## src/design/pkfwrl_pkg.sv

```systemverilog
// Shared constants, types and a helper function for the per-key fixed-window
// rate limiter. No dependencies; every other design file uses this package.
package pkfwrl_pkg;

   localparam int TABLE_ENTRIES_DEF = 64;
   localparam int KEY_W             = 32;
   localparam int CNT_W             = 16;
   localparam int TIME_W            = 32;
   localparam int CFG_W             = 16;
   localparam int CSR_IDX_W         = 2;
   localparam int QUEUE_DEPTH       = 2;

   localparam logic [CSR_IDX_W-1:0] CSR_MAX_REQUESTS   = 2'd0;
   localparam logic [CSR_IDX_W-1:0] CSR_WINDOW_TICKS   = 2'd1;
   localparam logic [CSR_IDX_W-1:0] CSR_SWEEP_INTERVAL = 2'd2;

   localparam logic [CFG_W-1:0] MAX_REQUESTS_RST   = 16'd100;
   localparam logic [CFG_W-1:0] WINDOW_TICKS_RST   = 16'd60;
   localparam logic [CFG_W-1:0] SWEEP_INTERVAL_RST = 16'd60;

   localparam logic REQ_CLIENT     = 1'b0;
   localparam logic REQ_TICK       = 1'b1;
   localparam logic VERDICT_ALLOW  = 1'b0;
   localparam logic VERDICT_REJECT = 1'b1;

   typedef struct packed {
      logic [CFG_W-1:0] max_requests;
      logic [CFG_W-1:0] window_ticks;
      logic [CFG_W-1:0] sweep_interval;
   } cfg_type;

   typedef struct packed {
      logic             is_tick;
      logic [KEY_W-1:0] key;
   } queue_item_type;

   typedef struct packed {
      logic           valid;
      queue_item_type item;
   } queue_out_type;

   typedef struct packed {
      logic pop;
      logic init_busy;
   } back_stat_type;

   typedef struct packed {
      logic              valid;
      logic [KEY_W-1:0]  key;
      logic [CNT_W-1:0]  count;
      logic [TIME_W-1:0] window_end;
   } entry_type;

   typedef enum logic [2:0] {
      ST_INIT,
      ST_IDLE,
      ST_SCAN,
      ST_LAST,
      ST_DONE
   } state_type;

   // True when a lies strictly after b on the wrapping time line.
   function automatic logic is_after(input logic [TIME_W-1:0] a,
                                     input logic [TIME_W-1:0] b);
      logic [TIME_W-1:0] d;
      d = a - b;
      return (d != '0) && !d[TIME_W-1];
   endfunction

endpackage

```

## src/design/pkfwrl_if.sv

```systemverilog
// Request and response channel interfaces of the rate limiter.
// Depends on pkfwrl_pkg for field widths.
interface pkfwrl_req_if;
   logic                         valid;
   logic                         ready;
   logic                         req_type;
   logic [pkfwrl_pkg::KEY_W-1:0] client_key;

   modport source (output valid, output req_type, output client_key, input ready);
   modport sink   (input valid, input req_type, input client_key, output ready);
endinterface


```

## src/design/pkfwrl_front.sv

```systemverilog
// Front end: accepts requests, decodes ticks from client requests and queues them
// for the table engine. Depends on pkfwrl_pkg and pkfwrl_req_if.
module pkfwrl_front (
   input  logic                      clock,
   input  logic                      reset,
   pkfwrl_req_if.sink                req_bus,
   input  pkfwrl_pkg::back_stat_type stat,
   output pkfwrl_pkg::queue_out_type qout
);
   import pkfwrl_pkg::*;

   localparam int PTR_W = (QUEUE_DEPTH > 1) ? $clog2(QUEUE_DEPTH) : 1;
   localparam int CNT_QW = $clog2(QUEUE_DEPTH + 1);

   queue_item_type    store_ff [QUEUE_DEPTH];
   logic [PTR_W-1:0]  wr_ptr_ff, wr_ptr_in;
   logic [PTR_W-1:0]  rd_ptr_ff, rd_ptr_in;
   logic [CNT_QW-1:0] fill_ff, fill_in;
   logic              push;
   queue_item_type    item;

   function automatic logic [PTR_W-1:0] ptr_next(input logic [PTR_W-1:0] p);
      return (p == PTR_W'(QUEUE_DEPTH - 1)) ? '0 : p + 1'b1;
   endfunction

   // No request is taken while the table is being cleared after reset.
   assign req_bus.ready = (fill_ff != CNT_QW'(QUEUE_DEPTH)) && !stat.init_busy;
   assign push          = req_bus.valid && req_bus.ready;
   assign item.is_tick  = (req_bus.req_type == REQ_TICK);
   assign item.key      = req_bus.client_key;

   assign qout.valid = (fill_ff != '0);
   assign qout.item  = store_ff[rd_ptr_ff];

   always_comb begin
      wr_ptr_in = push ? ptr_next(wr_ptr_ff) : wr_ptr_ff;
      rd_ptr_in = stat.pop ? ptr_next(rd_ptr_ff) : rd_ptr_ff;
      fill_in   = fill_ff;
      if (push && !stat.pop) begin
         fill_in = fill_ff + 1'b1;
      end else if (!push && stat.pop) begin
         fill_in = fill_ff - 1'b1;
      end
   end

   always_ff @(posedge clock) begin
      if (reset) begin
         wr_ptr_ff <= '0;
         rd_ptr_ff <= '0;
         fill_ff   <= '0;
      end else begin
         wr_ptr_ff <= wr_ptr_in;
         rd_ptr_ff <= rd_ptr_in;
         fill_ff   <= fill_in;
      end
   end

   always_ff @(posedge clock) begin
      if (push) begin
         store_ff[wr_ptr_ff] <= item;
      end
   end

endmodule

```

## src/flat_wrapper.sv

```systemverilog
// flat-port wrapper written by rule: the top's interface ports become plain ports
module pkfwrl_front_flat import pkfwrl_pkg::*;
  (clock, reset, stat, qout, req_bus_valid, req_bus_req_type, req_bus_client_key, req_bus_ready);
  pkfwrl_req_if req_bus_i ();
  input  logic clock;
  input  logic reset;
  input  pkfwrl_pkg::back_stat_type stat;
  output pkfwrl_pkg::queue_out_type qout;
  input wire logic [$bits(req_bus_i.valid)-1:0] req_bus_valid;
  input wire logic [$bits(req_bus_i.req_type)-1:0] req_bus_req_type;
  input wire logic [$bits(req_bus_i.client_key)-1:0] req_bus_client_key;
  output wire logic [$bits(req_bus_i.ready)-1:0] req_bus_ready;
  assign req_bus_i.valid = req_bus_valid;
  assign req_bus_i.req_type = req_bus_req_type;
  assign req_bus_i.client_key = req_bus_client_key;
  assign req_bus_ready = req_bus_i.ready;
  pkfwrl_front u_core (.clock(clock), .reset(reset), .req_bus(req_bus_i), .stat(stat), .qout(qout));
endmodule
```

## config.mk

```make
export PLATFORM = sky130hd
export DESIGN_NAME = pkfwrl_front_flat
export DESIGN_NICKNAME = d
export VERILOG_FILES = /design/src/design/pkfwrl_pkg.sv /design/src/design/pkfwrl_if.sv /design/src/design/pkfwrl_front.sv /design/src/flat_wrapper.sv
export SDC_FILE = /design/constraint.sdc
export NUM_CORES = 1
export LEC_CHECK = 0
export BUFFER_PORTS_ARGS = -buffer_cell sky130_fd_sc_hd__buf_2
export CORE_MARGIN = 2
export CORE_UTILIZATION = 50
export CTS_CLUSTER_SIZE = 20
export DETAILED_ROUTE_END_ITERATION = 16
export PLACE_DENSITY_LB_ADDON = 0.12
export REMOVE_ABC_BUFFERS = 1
export SLEW_MARGIN = 25
export SYNTH_ARGS = -nofsm -noshare
export SYNTH_HDL_FRONTEND = slang
export SYNTH_SLANG_ARGS = --single-unit
```

## constraint.sdc

```tcl
create_clock -name clock -period 5.5 [get_ports clock]
set_input_delay 0.275 -clock clock [delete_from_list [all_inputs] [get_ports clock]]
set_output_delay 0.275 -clock clock [all_outputs]
set_load 0.01 [all_outputs]
```

==> results of run 1 <==
power groups by stage:
| stage | Sequential (uW) | Combinational, uW | Clock, uW |
|---|---|---|---|
| 2_1_floorplan | 646 | 69.0 | 0 |
| 3_3_place_gp | 640 | 127 | 0 |
| 3_5_place_dp | 643 | 131 | 0 |
| 4_1_cts | 631 | 132 | 385 |
| 5_1_grt | 633 | 141 | 406 |
| 6_report | 630 | 130 | 376 |
worst max-delay path: cells and delay by family, from the launching register on:
kind          cells  cell delay [ps]
simple gates      3             1240
flops             1              330
layout make-up:
class | instances | area [um2]
Clock buffer | 10 | 128
Timing Repair Buffer | 74 | 375
Sequential cell | 71 | 2080
Clock inverter | 5 | 50.0
Multi-Input combinational cell | 52 | 517
Tap cell | 70 | 87.6
Fill cell | 405 | 1830
Inverter | 1 | 3.75
worst max-delay path by stage:
stage / from / endpoint / slack (ps) / cells past startpoint
floorplan: u_core.fill_ff[1] / u_core.store_ff[0][0] / 2860 / 3
global placement: u_core.fill_ff[1] / u_core.store_ff[0][15] / 3600 / 3
detailed placement: u_core.fill_ff[1] / u_core.store_ff[0][15] / 3550 / 3
CTS: u_core.fill_ff[1] / u_core.store_ff[0][10] / 3520 / 3
global route: u_core.fill_ff[1] / u_core.store_ff[0][2] / 3420 / 3
finish: u_core.fill_ff[1] / u_core.store_ff[0][6] / 3540 / 3
per-stage QoR:
stage	setup slack (ps)	power (uW)	hold WS [ps]
after floorplan	2860	715	344
after detailed placement	3550	774	467
final	3540	1140	141
after global placement	3600	767	464
after CTS	3520	1150	122
after global routing	3420	1180	119
cell usage after synthesis (all sizes together):
master | number | area share
or3 | 1 | 0.0024
dfxtp | 5 | 0.038
edfxtp | 66 | 0.76
xor2 | 2 | 0.0067
a21oi | 1 | 0.0019
nor2 | 5 | 0.0072
or2 | 1 | 0.0024
and2 | 1 | 0.0024
mux2 | 34 | 0.15
xnor2 | 1 | 0.0033
ha | 1 | 0.0048
nor3b | 1 | 0.0072
nor2b | 3 | 0.0081
buf | 4 | 0.010
inv | 1 | 0.0014
o21ai | 1 | 0.0019
layout by cell type, fill, tap and decap left out, drive strengths merged:
| master | count |
|---|---|
| mux2 | 34 |
| a21oi | 1 |
| xor2 | 2 |
| dfxtp | 5 |
| clkinv | 3 |
| ha | 1 |
| or2 | 1 |
| xnor2 | 1 |
| clkbuf | 10 |
| nor2 | 5 |
| clkinvlp | 1 |
| nor2b | 3 |
| bufinv | 1 |
| inv | 1 |
| o21ai | 1 |
| buf | 74 |
| edfxtp | 66 |
| nor3b | 1 |
| and2 | 1 |
| or3 | 1 |
cells by family (layout without fill, tap and decap cells):
logic type                 after synthesis  after routing  share of synthesized area
adders and majority gates                1              1                    0.00477
xor gates and xnor gates                 3              3                     0.0100
DFF                                     71             71                      0.794
muxes                                   34             34                      0.146
AOI/OAI and AO/OA                        2              2                    0.00381
and+or+nand+nor                         12             12                     0.0296
buffers and inverters                    5             90                     0.0119
flip-flops by register name (all words and copies together) (netlist names), named ones only:
register	flops
u_core.store_ff	66
u_core.fill_ff	2
u_core.rd_ptr_ff	1
u_core.wr_ptr_ff	1
layer usage:
layer,GRT usage,up-vias,share of wire
li1,-,650,-
met1,0.173,663,0.41
met2,0.276,46,0.54
met3,0.0367,4,0.045
met4,0.0818,0,0.0097
met5,0,-,0
==> impl_metrics.toml, run 1 <==
[timing]
hold_viol = 0
fin_crit_ps = 1960
setup_viol = 0
rsz0062_at_grt = "false"
timing.final.crit_share = 0.356
tightestPinTransition_ps = 963
drv_slew = 0
fmaxAchievable_mhz = 511
fin_tns_setup_ps = 0
max_slew_margin = 0.356
finalClockSkew_ps = 6.50

[yosys]
synth_area_um2 = 2620
synthCells = 128
synth.avg_cell_area_um2 = 20.5
synth-seq-cells = 71
yosysWarnings = 0
seq_area_frac_synth = 0.794
ys_types = 19

[route]
drc_errors = 0
dr.pass1.iters = 4
vias = 1363
ant_nets = 0
wire_per_inst_um = 15.3
routed_wl_um = 4320
viasPerCell = 4.82
drt-initial-drc-count = 54

[global_route]
antenna_found_initial = 0
grt_max_degree = 34
overflow = 0
grt_usage = 0.156
grt_pass1_wl_um = 6780
grt_pass1_vias = 1437

[setup_path]
cp_max_fo = 33
reg2regPathDepth = 3
required_ps = 5440
slowest_delay_ps = 840
arrival_ps = 1900
worst_setup_path_start_kind = "flip-flop"
slowest_stage = "nor2b_4"
reg2reg_slack_ps = 3540
worstSetupEndpointType = "flip-flop"
r2r_end = "u_core.store_ff[0][6]"
path_class = "flip-flop to flip-flop"
rr_startpoint = "u_core.fill_ff[1]"
path_cells = "nor2b_2, nor3b_4, nor2b_4"

[min_path]
hold_path.class = "primary input to flip-flop"
whs_endpoint = "u_core.store_ff[0][15]"
hold_depth = 1
hp-start = "req_bus_client_key[15]"

[power_and_ir_drop]
combinationalPowerShare = 0.114
ir_drop_v = 0.000219
swShare = 0.219
p_leak_uw = 0.00122
sequentialPowerShare = 0.555
p_per_area_nw_per_um2 = 350
p_switching_uw = 249
p_int_uw = 887
p_clk_frac = 0.331

[finish]
finish.utilization = 0.639
drive_above_1_share = 0.563
num-nets-final = 248
final_cell_area_um2 = 3240
final_cell_count_no_fill = 283
area_growth_syn_to_layout_pct = 23.7
antenna_cells = 0

[clock_network]
root_buffer = "clkbuf_8"
cts-resized-gates = 0
clk_latency_ps = 320
cts_tree = "done"
clk_pin_slew_worst_paths_ps = 70
cts_hold_buf = 0
cts_max_level = 3
cts_max_path_buffers = 2
cts_buffers = 9
cts.sinks = 71
cts_setup_buffers = 0

[place]
port_buffers = 72
dp_cells = 268
gp_congestion = 0.635
post-dp-hpwl_um = 2880
place_area_um2 = 3070

[floorplan]
die_h_um = 76.4
io_pins = 73
fp.dieW_um = 76.4
start_util = 0.517
die-area_um2 = 5840
core_um2 = 5070
rows = 26

[run_status]
status = "completed"

[flow_run]
max_cap_viol_count = 0
Power figures use the tool's default switching activity.
==> run 2, diff against run 1 <==
- ABC_AREA: unset -> 1
- CORE_UTILIZATION: 50 -> 47
- clock period: 5.5 -> 1.7 ns (I/O delays scaled with it)
==> run 2 against run 1 <==
Net effect:
- sequential power rose to 3.2 times the previous value
- sequential cell count unchanged
- routed wire length up 12%
- cell area up 16%
- power rose to 3.5 times the previous value
- count of clock-buffer cells in the layout down 1
- utilization up 1.0 points
- critical endpoint is now qout[14]
- largest power group unchanged
==> impl_metrics.toml, run 2 <==
[min_path]
hold_depth = 3
whs_endpoint = "u_core.rd_ptr_ff"
hold_path.class = "primary input to flip-flop"
hp-start = "stat[1]"

[power_and_ir_drop]
sequentialPowerShare = 0.514
combinationalPowerShare = 0.132
p_switching_uw = 838
p_int_uw = 3090
p_clk_frac = 0.355
p_per_area_nw_per_um2 = 1040
ir_drop_v = 0.000547
swShare = 0.213
p_leak_uw = 0.00156

[timing]
setup_viol = 0
finalClockSkew_ps = 4.27
timing.final.crit_share = 0.932
fmaxAchievable_mhz = 631
whs_ps = 70.0
max_slew_margin = 0.767
drv_slew = 0
fin_crit_ps = 1580
rsz0062_at_grt = "false"
setup_ws_ps = 116
tightestPinTransition_ps = 349
hold_viol = 0

[finish]
layout_common_cells = "buf_2, edfxtp_1, dlygate4sd3_1"
final_common_cell = "buf_2"
largest_reg_flops = 66
num-nets-final = 299
fillCellCount = 458
regMostFlops = "u_core.store_ff"
reg_top3 = "u_core.store_ff (66), u_core.fill_ff (2)"
finish.utilization = 0.649
final_cell_area_um2 = 3770
area_growth_syn_to_layout_pct = 35.5
final_cell_count_no_fill = 340
antenna_cells = 0
drive_above_1_share = 0.483

[place]
place_area_um2 = 3220
gp_congestion = 0.641
dp_cells = 290
dp_slack_ps = 160
port_buffers = 72
post-dp-hpwl_um = 3170

[clock_network]
clk_pin_slew_worst_paths_ps = 70
cts-resized-gates = 0
root_buffer = "clkbuf_8"
cts_max_level = 3
clk_latency_ps = 330
cts_setup_buffers = 0
cts_max_path_buffers = 2
cts_buffers = 9
cts.sinks = 71
cts_tree = "done"
cts_hold_buf = 34

[yosys]
ys_top_cells_by_count = "edfxtp_1, mux2_4, inv_1, nand2_1"
synth.avg_cell_area_um2 = 19.8
yosysWarnings = 0
synth-edff-count = 66
synthCells = 141
ys_types = 15
synth_top_cells_by_area = "edfxtp_1, mux2_4, dfxtp_1"
synth_area_um2 = 2790
synth_most_common_cell = "edfxtp_1"
synth-seq-cells = 71
seq_area_frac_synth = 0.747
synth_top_area_frac = 0.711
async_flop_share = 0
yosysTopAreaCell = "edfxtp_1"
synthFlopType = "edfxtp_1"

[setup_path]
rr_startpoint = "u_core.fill_ff[0]"
worst_setup_path_start_kind = "flip-flop"
worstSetupEndpointType = "primary output"
r2r_end = "u_core.fill_ff[1]"
reg2regPathDepth = 10
arrival_ps = 1500
path_class = "flip-flop to primary output"
reg2reg_slack_ps = 160
cp_max_fo = 19
required_ps = 1620

[route]
drt-initial-drc-count = 86
drc_errors = 0
viasPerCell = 4.63
vias = 1575
ant_nets = 0
routed_wl_um = 4850
dr.pass1.iters = 3
wire_per_inst_um = 14.3

[global_route]
grt_max_degree = 20
grt_usage = 0.154
grt_pass1_vias = 1598
overflow = 0
antenna_found_initial = 0
grt_pass1_wl_um = 7160

[floorplan]
fp.dieW_um = 81.0
rows = 28
die_h_um = 81.0
io_pins = 73
die-area_um2 = 6560
core_um2 = 5820
start_util = 0.479

[run_status]
status = "completed"

[flow_run]
max_cap_viol_count = 0
-- run 2: cell types whose count changed after synthesis, moves of 2 or more --
| cell | previous run | this run |
|---|---|---|
| inv_1 | 1 | 11 |
| nand2_1 | 0 | 8 |
| nor2b_1 | 2 | 0 |
| buf_4 | 3 | 0 |
| mux2_4 | 0 | 30 |
| buf_12 | 0 | 3 |
| nand3_1 | 0 | 2 |
| mux2_2 | 30 | 3 |
| xor2_1 | 2 | 0 |
| mux2_1 | 4 | 0 |
| nand4_1 | 0 | 2 |
-- run 2: kinds of logic (layout without fill, tap and decap cells) --
group,Yosys count,after routing,share of synthesized area
AOI/OAI and AO/OA,3,3,0.00539
xor gates and xnor gates,1,1,0.00314
adders and majority gates,1,1,0.00449
buffers and inverters,15,139,0.0404
DFF,71,71,0.747
muxes,33,33,0.174
and+or+nand+nor,17,17,0.0256
-- run 2: per-stage QoR --
step | total power [uW] | setup TNS [ps]
3_3_place_gp | 2500 | 0
6_report | 3930 | 0
3_5_place_dp | 2520 | 0
2_1_floorplan | 2340 | -27220
5_1_grt | 4100 | 0
4_1_cts | 3980 | 0
-- run 2: final cells by class --
| type | instances | area [um2] | area share |
|---|---|---|---|
| clock buffers | 9 | 124 | 0.0328 |
| clock inverters | 7 | 87.6 | 0.0232 |
| inverters | 11 | 41.3 | 0.0109 |
| multi-input cells | 55 | 599 | 0.159 |
| flip-flops and latches | 71 | 2080 | 0.552 |
| well taps | 75 | 93.8 | 0.0249 |
| repair buffers | 112 | 746 | 0.198 |
-- run 2: worst max path at each step --
stage                       endpoint  slack (ps)  cells past startpoint
3_3_place_gp       u_core.fill_ff[1]         360                     10
5_1_grt            u_core.fill_ff[1]          30                     10
2_1_floorplan  u_core.store_ff[0][0]        -690                      4
4_1_cts                     qout[14]          80                      3
3_5_place_dp       u_core.fill_ff[1]         160                     10
6_report                    qout[14]         120                      3
-- run 2: critical path, stage by stage (launching register included) --
cell and delay, ps:
dfxtp_2 330, buf_4 320, mux2_2 380, buf_2 140
-- run 2: layer usage --
metal | up-vias | global-route usage | part of all wire | routed length, um
met2 | 46 | 0.270 | 0.53 | 2550
met5 | - | 0 | 0 | 0
met3 | 10 | 0.0400 | 0.049 | 238
met4 | 0 | 0.0864 | 0.017 | 84
li1 | 766 | - | - | -
met1 | 753 | 0.169 | 0.41 | 1980
-- run 2: power groups by stage --
stage          Clock (uW)  Sequential [uW]  Combinational [uW]
2_1_floorplan           0             2080                 254
3_3_place_gp            0             2050                 444
3_5_place_dp            0             2060                 461
4_1_cts              1440             2020                 524
5_1_grt              1520             2020                 557
6_report             1390             2020                 517
==> run 3, diff against run 2 <==
- CORE_MARGIN: 2 -> 3
==> run 3 against run 2 <==
Net effect:
- combinational power is 1% higher
- critical path depth increased by 7
- first-iteration DRC count down 31%
- worst setup slack gained 27 ps
- fmax is 1.7% higher
- utilization is 2.7 points higher
- sequential share of layout area is 0.22 points lower
- critical endpoint is now u_core.fill_ff[1]
==> impl_metrics.toml, run 3 (synthesized netlist as in run 2, its figures left out) <==
[setup_path]
path_depth = 10
worst_setup_path_start_kind = "flip-flop"
slowest_stage = "dfxtp_1"
path_cells = "inv_1, nand2_1, nand3_1, inv_1, ha_1, inv_1, nand3_1, nand2_1, inv_1, nor2_1"
crit_family = "simple AND/OR/NAND/NOR gates"
worstSetupEndpointType = "flip-flop"
endpoint = "u_core.fill_ff[1]"
crit_top_cell = "inv_1"
crit_buf_inv = 4
cp_max_fo = 6
crit_start = "u_core.fill_ff[0]"
arrival_ps = 1830
r2r_end = "u_core.fill_ff[1]"
rr_startpoint = "u_core.fill_ff[0]"
path_class = "flip-flop to flip-flop"
reg2regPathDepth = 10
reg2reg_slack_ps = 140
slowest_delay_ps = 310
required_ps = 1970

[place]
post-dp-hpwl_um = 3350
port_buffers = 72
place_area_um2 = 3240
dp_cells = 287
gp_congestion = 0.724

[timing]
finalClockSkew_ps = 5.30
fin_crit_ps = 1560
fin_tns_setup_ps = 0
tightestPinTransition_ps = 341
drv_slew = 0
fmaxAchievable_mhz = 642
setup_viol = 0
max_slew_margin = 0.773
hold_viol = 0
timing.final.crit_share = 0.916
rsz0062_at_grt = "false"

[floorplan]
io_pins = 73
die-area_um2 = 6890
die_h_um = 83.0
start_util = 0.497
fp.dieW_um = 83.0
rows = 27
core_um2 = 5610

[global_route]
grt_pass1_wl_um = 8040
grt_usage = 0.150
grt_pass1_vias = 1766
overflow = 0
grt_max_degree = 19
antenna_found_initial = 0

[finish]
layout_common_cells = "buf_2, edfxtp_1, dlygate4sd3_1"
final_cell_count_no_fill = 337
regMostFlops = "u_core.store_ff"
reg_top3 = "u_core.store_ff (66), u_core.fill_ff (2)"
area_growth_syn_to_layout_pct = 36.0
drive_above_1_share = 0.475
num-nets-final = 299
final_cell_area_um2 = 3790
multiInputGateArea_um2 = 599
finish.utilization = 0.676
antenna_cells = 0
fillCellCount = 436
register_area_um2 = 2080
final_common_cell = "buf_2"
largest_reg_flops = 66

[clock_network]
clk_latency_ps = 330
cts.sinks = 71
cts_tree = "done"
cts_setup_buffers = 0
cts_hold_buf = 34
cts_max_level = 3
cts-resized-gates = 0
root_buffer = "clkbuf_8"
clk_pin_slew_worst_paths_ps = 70
cts_max_path_buffers = 2
cts_buffers = 9

[min_path]
hold_path.class = "primary input to flip-flop"
hold_depth = 3

[flow_run]
max_cap_viol_count = 0

[route]
drc_errors = 0
viasPerCell = 4.70
vias = 1583
wire_per_inst_um = 14.7
dr.pass1.iters = 4
drt-initial-drc-count = 59
routed_wl_um = 4940
ant_nets = 0

[power_and_ir_drop]
p_total_uw = 3930
p_leak_uw = 0.00156
ir_drop_v = 0.000627
p_per_area_nw_per_um2 = 1040

[run_status]
status = "completed"
[run 3: cell count changes in the layout (fill, tap and decap cells not counted)]
cell      previous run  this run
clkinv_2             3         2
clkinv_1             1         0
buf_4                6         4
clkbuf_1             0         3
buf_12               0         2
clkinv_4             1         0
[run 3: worst min path at each step]
stage | from | end
floorplan | reset | u_core.wr_ptr_ff
global placement | req_bus_client_key[4] | u_core.store_ff[1][4]
detailed placement | req_bus_client_key[5] | u_core.store_ff[1][5]
CTS | stat[1] | flip-flop
global route | stat[1] | u_core.rd_ptr_ff
finish | stat[1] | flip-flop
[run 3: worst reg2reg max path, delay by kind of cell (launching register included)]
kind / cells / cell delay (ps)
AND/OR/NAND/NOR: 5 / 510
buffers and inverters: 4 / 360
flip-flops: 1 / 310
adder cells (fa/ha/maj): 1 / 310
[run 3: per-stage QoR]
stage	worst slack, ps	hold slack, ps
2_1_floorplan	-689	157
6_report	142	46.2
5_1_grt	1.59	88.0
4_1_cts	118	38.0
3_5_place_dp	151	276
3_3_place_gp	347	273
[run 3: power by group]
group          switching (uW)  internal, uW  leakage (uW)
registers                25.8          2000      0.000646
logic                     235           289      0.000809
clock network             564           823      0.000104
[run 3: cell type report]
class                   count  area share
inverters                  11      0.0109
clock inverters             4      0.0185
multi-input cells          55       0.158
repair buffers            112       0.203
well taps                  72      0.0238
clock buffers              12      0.0357
flip-flops and latches     71       0.550
[run 3: metal layers]
layer	vias to the layer above	track usage	wire (um)
li1	766	-	-
met1	753	0.158	1850
met2	50	0.272	2680
met3	14	0.0357	261
met4	0	0.0862	146
met5	-	0	0
